<file path="config.mk">
export PLATFORM = sky130hd
export DESIGN_NAME = bsc_front
export DESIGN_NICKNAME = d
export VERILOG_FILES = /design/src/rtl/bsc_pkg.sv /design/src/rtl/bsc_front.sv
export SDC_FILE = /design/constraint.sdc
export NUM_CORES = 1
export LEC_CHECK = 0
export CORE_AREA = 2 2 140 142
export DETAILED_ROUTE_END_ITERATION = 7
export DIE_AREA = 0 0 142 144
export DONT_BUFFER_PORTS = 1
export PLACE_DENSITY_LB_ADDON = 0.12
export SETUP_SLACK_MARGIN = 0.02
export SKIP_CTS_REPAIR_TIMING = 1
export SYNTH_ARGS = -nofsm -noshare
export SYNTH_HDL_FRONTEND = slang
export SYNTH_SLANG_ARGS = --single-unit
</file>
<file path="constraint.sdc">
create_clock -name clk -period 4.2 [get_ports clk]
set_clock_uncertainty 0.2 [all_clocks]
set_input_delay 0.42 -clock clk [delete_from_list [all_inputs] [get_ports clk]]
set_output_delay 0.42 -clock clk [all_outputs]
set_load 0.02 [all_outputs]
</file>
<file path="src/rtl/bsc_pkg.sv">
package bsc_pkg;

  typedef struct packed {
    logic [15:0] raw_temp;
    logic [18:0] raw_press;
  } in_req_t;

  typedef struct packed {
    logic signed [31:0] temperature;
    logic signed [31:0] pressure;
    logic               fault;
  } out_req_t;

  localparam int unsigned CFG_IDX_W = 3;
  localparam logic [CFG_IDX_W-1:0] REG_AC1_AC2 = 3'd0;
  localparam logic [CFG_IDX_W-1:0] REG_AC3_AC4 = 3'd1;
  localparam logic [CFG_IDX_W-1:0] REG_AC5_AC6 = 3'd2;
  localparam logic [CFG_IDX_W-1:0] REG_B1_B2   = 3'd3;
  localparam logic [CFG_IDX_W-1:0] REG_MC_MD   = 3'd4;
  localparam logic [CFG_IDX_W-1:0] REG_OSS     = 3'd5;

  localparam int unsigned QUEUE_DEPTH = 4;
  localparam int unsigned QPTR_W = 2;

  // Step counter of the shared iterative divider (32 steps)
  localparam int unsigned TDIV_CNT_W = 6;

  typedef struct packed {
    logic [31:0] ac1_ac2;
    logic [31:0] ac3_ac4;
    logic [31:0] ac5_ac6;
    logic [31:0] b1_b2;
    logic [31:0] mc_md;
    logic [1:0]  oss;
  } coef_t;

  function automatic logic [31:0] sx16(input logic [15:0] v);
    sx16 = {{16{v[15]}}, v};
  endfunction

  function automatic logic [31:0] asr(input logic [31:0] v, input int unsigned n);
    asr = 32'($signed(v) >>> n);
  endfunction

  function automatic logic [31:0] mul32(input logic [31:0] a, input logic [31:0] b);
    logic [63:0] full;
    full = 64'(a) * 64'(b);
    mul32 = full[31:0];
  endfunction

endpackage

</file>
<file path="src/rtl/bsc_front.sv">
// Front: accepts requests and queues them for the back end.
module bsc_front (
  input  logic              clk,
  input  logic              rst_n,
  input  logic              in_valid,
  output logic              in_stall,
  input  bsc_pkg::in_req_t  in_data,
  output logic              q_valid,
  input  logic              q_pop,
  output bsc_pkg::in_req_t  q_data
);

  bsc_pkg::in_req_t             mem_r [bsc_pkg::QUEUE_DEPTH];
  logic [bsc_pkg::QPTR_W-1:0]   wp_r, wp_nxt, rp_r, rp_nxt;
  logic [bsc_pkg::QPTR_W:0]     cnt_r, cnt_nxt;
  logic                         push;

  assign in_stall = (cnt_r == (bsc_pkg::QPTR_W+1)'(bsc_pkg::QUEUE_DEPTH));
  assign push     = in_valid && !in_stall;
  assign q_valid  = (cnt_r != '0);
  assign q_data   = mem_r[rp_r];

  always_comb begin
    wp_nxt  = push  ? wp_r + 1'b1 : wp_r;
    rp_nxt  = q_pop ? rp_r + 1'b1 : rp_r;
    cnt_nxt = cnt_r + (bsc_pkg::QPTR_W+1)'(push) - (bsc_pkg::QPTR_W+1)'(q_pop);
  end

  always_ff @(posedge clk) begin
    if (!rst_n) begin
      wp_r  <= '0;
      rp_r  <= '0;
      cnt_r <= '0;
    end else begin
      wp_r  <= wp_nxt;
      rp_r  <= rp_nxt;
      cnt_r <= cnt_nxt;
    end
    if (push) mem_r[wp_r] <= in_data;
  end

  a_no_pop_empty: assert property (@(posedge clk) disable iff (!rst_n)
    q_pop |-> q_valid) else $error("pop from empty queue");
  a_cnt_bound: assert property (@(posedge clk) disable iff (!rst_n)
    cnt_r <= (bsc_pkg::QPTR_W+1)'(bsc_pkg::QUEUE_DEPTH)) else $error("queue overflow");
  a_push_count: assert property (@(posedge clk) disable iff (!rst_n)
    (push && !q_pop) |=> cnt_r == $past(cnt_r) + 1'b1) else $error("count slip");

endmodule

</file>
-- Yosys cells after proc, flatten, opt, wreduce, memory -nomap -nowiden
Memory sizes are Yosys's and may differ from the RTL's. A register that Yosys moved wholly into a read port is not among the register bits.
Index checks and enable logic that the tools add are counted.
- memories kept: 1
- bits of input ports: 39
- bits in writable memories: 140
- output and inout bits: 37
- bits in registers: 7
- reduce and logical (&&, ||, !) cells: 3
- add/sub/neg operators: 4
- multiplexer cells: 4
- eq/ne operators: 1
- memory list (name ; words ; bits a word ; read ports ; clocked after Yosys merged registers in ; wr ports ; RTL line ; RTL):
    mem_r ; 4 ; 35 ; 1 ; 1 ; 1 ; bsc_front.sv:13 ; bsc_pkg::in_req_t mem_r [bsc_pkg::QUEUE_DEPTH];
- operator list (operator ; number):
    2-bit by 1-bit adder with 2-bit output, second input constant ; 2
    2-bit two-way mux ; 2
    3-bit by 1-bit adder with 3-bit output ; 1
    3-bit == test, second input constant ; 1
    3-bit nonzero test ; 1
    3-bit by 1-bit subtractor with 3-bit output ; 1
    1-bit two-way mux ; 2
    1-bit logical AND ; 1
    1-bit logical NOT ; 1

-- Logic depth before layout (Yosys ltp)
Gate-level depths: netlist of run 1.
- word-level depth: 5
- depth in mapped cells: 12
- gate-level depth less buffers: 11

-- Worst setup path after synthesis of run 1
OpenSTA, ideal clock, no wires.
- path kind: flip-flop to flip-flop
- start point: register cnt_r[1] (netlist name)
- end point: register cnt_r[2] (netlist name)
- data required time: 3.885 ns
- clock period less this slack: 2.513 ns
- cell stages (with the launch flop): 13
- path slack: 1.687 ns
- data arrival time: 2.199 ns
- path through: dfxtp_1 -> nor3b_2 -> nor2b_1 -> buf_2 -> inv_1 -> ha_1 -> inv_1 -> ha_1 -> inv_1 -> fa_1 -> xnor2_1 -> xnor2_1 -> and2_1
- cells in the longest elaborated chain, start to end: 5
- ends and longest elaborated chain (item ; RTL line ; RTL):
    start: declaration ; bsc_front.sv:15 ; logic [bsc_pkg::QPTR_W:0] cnt_r, cnt_nxt;
    start signal: assignment ; bsc_front.sv:37 ; cnt_r <= cnt_nxt;
    3-bit == test ; bsc_front.sv:18 ; assign in_stall = (cnt_r == (bsc_pkg::QPTR_W+1)'(bsc_pkg::QUEUE_DEPTH));
    net in_stall ; bsc_front.sv:6 ; output logic in_stall,
    1-bit logical NOT ; bsc_front.sv:19 ; assign push = in_valid && !in_stall;
    1-bit logical AND ; bsc_front.sv:19 ;
    3-bit by 1-bit adder with 3-bit output ; bsc_front.sv:26 ; cnt_nxt = cnt_r + (bsc_pkg::QPTR_W+1)'(push) - (bsc_pkg::QPTR_W+1)'(q_pop);
    3-bit by 1-bit subtractor with 3-bit output ; bsc_front.sv:26 ;
The timed path passes the listed nets, and every way through them passes these cells.
A chain may end at the register's enable or synchronous reset.

==> results of run 1 <==
## sequential cells by signal, summed over array words and instances, names as in the netlist, named ones only
signal	flops
cnt_r	3
wp_r	2
mem_r	140
rp_r	2
## metrics by stage
stage          std cells  setup slack [ps]  util, %  total power (uW)  cell area (sq um)
6_report             529              1355    35.20              3780               6716
2_1_floorplan        230              1687        -              2251               5567
3_3_place_gp         460              1577    30.33              2349               5787
3_5_place_dp         460              1514    30.33              2362               5787
4_1_cts              492              1205    33.30              3802               6354
5_1_grt              529              1152    35.20              3945               6716
## cells in the final DEF, fill, tap and decap left out, types with 3 or more instances in the layout
cell             n
and2_1           5
and2_2           4
clkbuf_16       17
clkinv_2         3
clkinvlp_4       5
dfxtp_1          7
dlygate4sd3_1   36
edfxtp_1       140
ha_1             6
inv_1            5
mux4_1           5
mux4_2          30
nand2_1          5
xnor2_1          3
## layer usage
layer,up-vias,global-route usage [%],routed length (um)
li1,1045,-,-
met1,1236,11.70,4220
met2,58,16.98,5210
met3,13,6.589,692
met4,0,4.579,133
met5,-,0,0
## kinds of logic after synthesis
logic type	after synthesis	share of synthesized area [%]
adders and majority gates	7	1.708
muxes	37	14.86
DFF	149	78.76
and+or+nand+nor	18	1.911
xor gates and xnor gates	4	0.6295
buffers and inverters	15	2.135
## area by class of cell
type	instances	area, sq um
antenna	1	2.502
clock buffer	19	432.9
multi-input combinational	66	1069
inverter	5	18.77
timing repair buffer	38	375.4
tap	238	297.8
clock inverter	13	133.9
fill	1761	12360
sequential	149	4387
## cells in the mapped netlist
cell type    n
ha_1         6
mux4_1       5
nand2_1      5
xor2_1       1
clkbuf_1     1
nor2b_1      2
and2_1       9
buf_6        1
mux4_2      30
buf_2        4
clkbuf_2     1
inv_1        5
fa_1         1
mux2i_1      2
edfxtp_1   140
dfxtp_1      9
buf_12       3
nor3b_2      1
xnor2_1      3
or3_1        1
## worst max-delay path by stage
stage                            end  startpoint  slack, ps
after floorplan             cnt_r[2]    cnt_r[1]       1690
after global placement      cnt_r[2]    cnt_r[1]       1580
after detailed placement    cnt_r[2]    cnt_r[1]       1510
after CTS                 q_data[10]    register       1210
after global routing      q_data[10]    register       1150
final                     q_data[10]    register       1360
## power by group through the flow
stage,logic (uW),registers [uW],clock network (uW)
floorplan,394,1860,0
global placement,459,1890,0
detailed placement,464,1900,0
CTS,463,1870,1470
global route,530,1880,1540
finish,483,1860,1440
==> impl_metrics.ini, run 1 <==
[outcome]
status = finished, final reports clean

[synthesis]
yosys_register_bits = 149
yosysTopAreaCell = edfxtp_1
ys_seq_area_share_pct = 78.76
syn_inst = 230
synth_area_sq_mm = 0.005567
syn_nets = 276
avgSynthCellArea_sq_um = 24.20
synthTopCellsByArea = edfxtp_1 (76%), mux4_2 (12%), dfxtp_1 (3.2%)
synth_warnings = 0
synth_cell_types = 20
yosysTopAreaCellShare_pct = 75.52

[clocking]
cts.sinks = 149
cts_buffers = 17
clk_latency_ps = 410
clockBufferDepth = 2
cts.clk_slew.worst_paths_ps = 60
cts_root_buffer = clkbuf_16
h-tree-depth = 4
cts_tree = done

[sta]
hold-worst-slack_ps = 50.23
rsz0062_at_grt = false
setup_tns_ps = 0
setup_viol = 0
drv_slew = 0
max_slew_margin_pct = 27.73
hold_violations = 0
period_minus_slack_ps = 2845
tightest_slew_ps = 1084
fin_crit_sh_pct = 67.73
fmax_mhz = 351.5

[route]
drc = 0
antenna_left = 0
drt_iter0_markers = 128
post_drt_wl_per_cell_um = 19.39
drt-pass1-iter-count = 4
num_vias = 2352
vias_per_cell = 4.446
routed_wl_um = 10260

[setup_path]
required_ps = 3580
crit_arrival_ps = 2220
critPathSlowestCell = dfxtp_2
crit_fanout = 21
r2r_cells = 11
max_stage_delay_ps = 820
end_kind = output port
r2r_end = cnt_r[2]
ff2ff_setup_slack_ps = 1540
crit_type = register to output port
r2r_start = cnt_r[1]
start_kind = register
crit_buf_inv = 1
crit_chain = buf_4 -> mux4_2
worst-path-stages = 2
crit_family = flip-flops

[cells_and_area]
layout-drive-gt1-share_pct = 23.45
fin_nets = 323
area_delta_synth_final_pct = 20.66

[global_routing]
grt_max_degree = 36
grt_pass1_wl_um = 15110
antenna_found_initial = 1
grt_usage_pct = 10.77
grt_pass1_vias = 2419
overflow = 0

[placed_design]
io_buffers = 0
place_congestion = 0.6466
dpl.hpwl_um = 5778

[floorplanning]
start_util_pct = 29.18
die_y_um = 144
rows = 51
dieArea_sq_mm = 0.02045
design.core.area_sq_mm = 0.01908
io_pins = 76
die_x_um = 142

[power_and_ir_drop]
p_leak_uw = 0.002129
p_int_uw = 2844
power_frac_seq_pct = 49.2
switching_share_pct = 24.76
pwr-share-comb_pct = 12.8
power_density_mw_per_mm2 = 562.8
clock_power_share_pct = 38.0
vdd_ir_drop_max_v = 0.0002694
p_sw_uw = 935.8

[worst_hold_path]
hp-class = input port to register
holdCritStartpoint = q_pop
hold_depth = 2

[job]
cap_violations = 0
No activity file was read; power rests on OpenSTA's default activity.
==> inputs of run 2 (changes only) <==
- clock period: 4.2 -> 2.9 ns (I/O delays scaled with it)
==> impl_metrics.ini, run 2 (synthesized netlist as in run 1, its figures left out) <==
[power_and_ir_drop]
power_density_mw_per_mm2 = 810.8
p_leak_uw = 0.002212
report.power.total_uw = 5567
vdd_ir_drop_max_v = 0.0004037

[cells_and_area]
final_cell_mix = edfxtp_1 (140), dlygate4sd3_1 (38), mux4_2 (30), clkbuf_16 (17), buf_4 (9)
top_regs = mem_r: 140 flops, cnt_r: 3 flops
top_register = mem_r
largest_register_ffs = 140
area_delta_synth_final_pct = 23.35
layout-drive-gt1-share_pct = 25.74
final_common_cell = edfxtp_1
fin_nets = 336
n_antenna_cell = 0
post-route-util_pct = 35.99

[floorplanning]
start_util_pct = 29.18
dieArea_sq_mm = 0.02045
die_x_um = 142
die_y_um = 144
design.core.area_sq_mm = 0.01908
io_pins = 76
rows = 51

[clocking]
cts_root_buffer = clkbuf_16
cts.clk_slew.worst_paths_ps = 60
cts_buffers = 17
h-tree-depth = 4
cts.sinks = 149
clk_latency_ps = 410
clockBufferDepth = 2
cts_tree = done

[global_routing]
overflow = 0
antenna_found_initial = 0
grt_pass1_vias = 2519
grt_max_degree = 36
grt_pass1_wl_um = 16130
grt_usage_pct = 11.35

[setup_path]
start_kind = register
crit_type = register to output port
required_ps = 2410
crit_arrival_ps = 1970
end_kind = output port
crit_fanout = 9
ff2ff_setup_slack_ps = 610

[sta]
tightest_slew_ps = 533.6
max_slew_margin_pct = 64.43
rsz0062_at_grt = false
drv_slew = 0
period_minus_slack_ps = 2457
fmax_mhz = 406.9
fin_crit_sh_pct = 84.74
hold-worst-slack_ps = 103.8
setup_viol = 0
hold_violations = 0
setup_tns_ps = 0

[outcome]
status = finished, final reports clean

[placed_design]
dpl.hpwl_um = 6638
place_congestion = 0.6651
io_buffers = 0

[route]
routed_wl_um = 10900
num_vias = 2367
post_drt_wl_per_cell_um = 20.14
antenna_left = 0
vias_per_cell = 4.375
drt-pass1-iter-count = 4
drt_iter0_markers = 116
drc = 0

[job]
cap_violations = 0

[worst_hold_path]
hp-class = input port to register
run 2: cell count changes in the layout (fill, tap and decap cells not counted), sizes merged:
cell and change:
clkinv -1, clkbuf +1, dlygate4sd3 +2, buf +11, inv +1, clkinvlp -1, diode -1
run 2: final cells by class:
| class | count | area [sq um] |
|---|---|---|
| Sequential cell | 149 | 4387 |
| Clock inverter | 12 | 130.1 |
| Multi-Input combinational cell | 66 | 1069 |
| Tap cell | 238 | 297.8 |
| Clock buffer | 20 | 436.7 |
| Inverter | 5 | 18.77 |
| Timing Repair Buffer | 51 | 528.0 |
| Fill cell | 1754 | 12210 |
run 2: stage by stage:
step | instances | area, sq um | worst slack [ps]
after floorplan | 230 | 5567 | 386.5
after global placement | 471 | 5919 | 641.1
after detailed placement | 471 | 5919 | 590.3
after CTS | 503 | 6486 | 381.9
after global routing | 541 | 6867 | 319.7
final | 541 | 6867 | 442.6
run 2: path summary, 6_finish.rpt:
check,start,end,depth (start not counted)
max,register,q_data[30],2
min,q_pop,cnt_r[1],3
min reg2reg,wp_r[0],wp_r[0],2
max reg2reg,cnt_r[1],cnt_r[2],11
run 2: worst max-delay path, cell delays in order (launching register included):
cell and delay, ps:
dfxtp_2 550, buf_4 270, mux4_1 730
run 2: metal layers:
metal / track usage (%) / part of all wire (%) / vias up
met5: 0 / 0 / -
met4: 4.579 / 1.4 / 0
met3: 5.430 / 5.1 / 9
met2: 19.02 / 52 / 48
met1: 12.48 / 41 / 1240
li1: - / - / 1070
run 2: power breakdown:
part	total [uW]	internal [uW]	leakage (uW)	switching, uW
logic	783	307	0.000590	476
clock network	2110	1270	0.000264	847
registers	2670	2600	0.00136	75.6
total	5570	4170	0.00221	1400
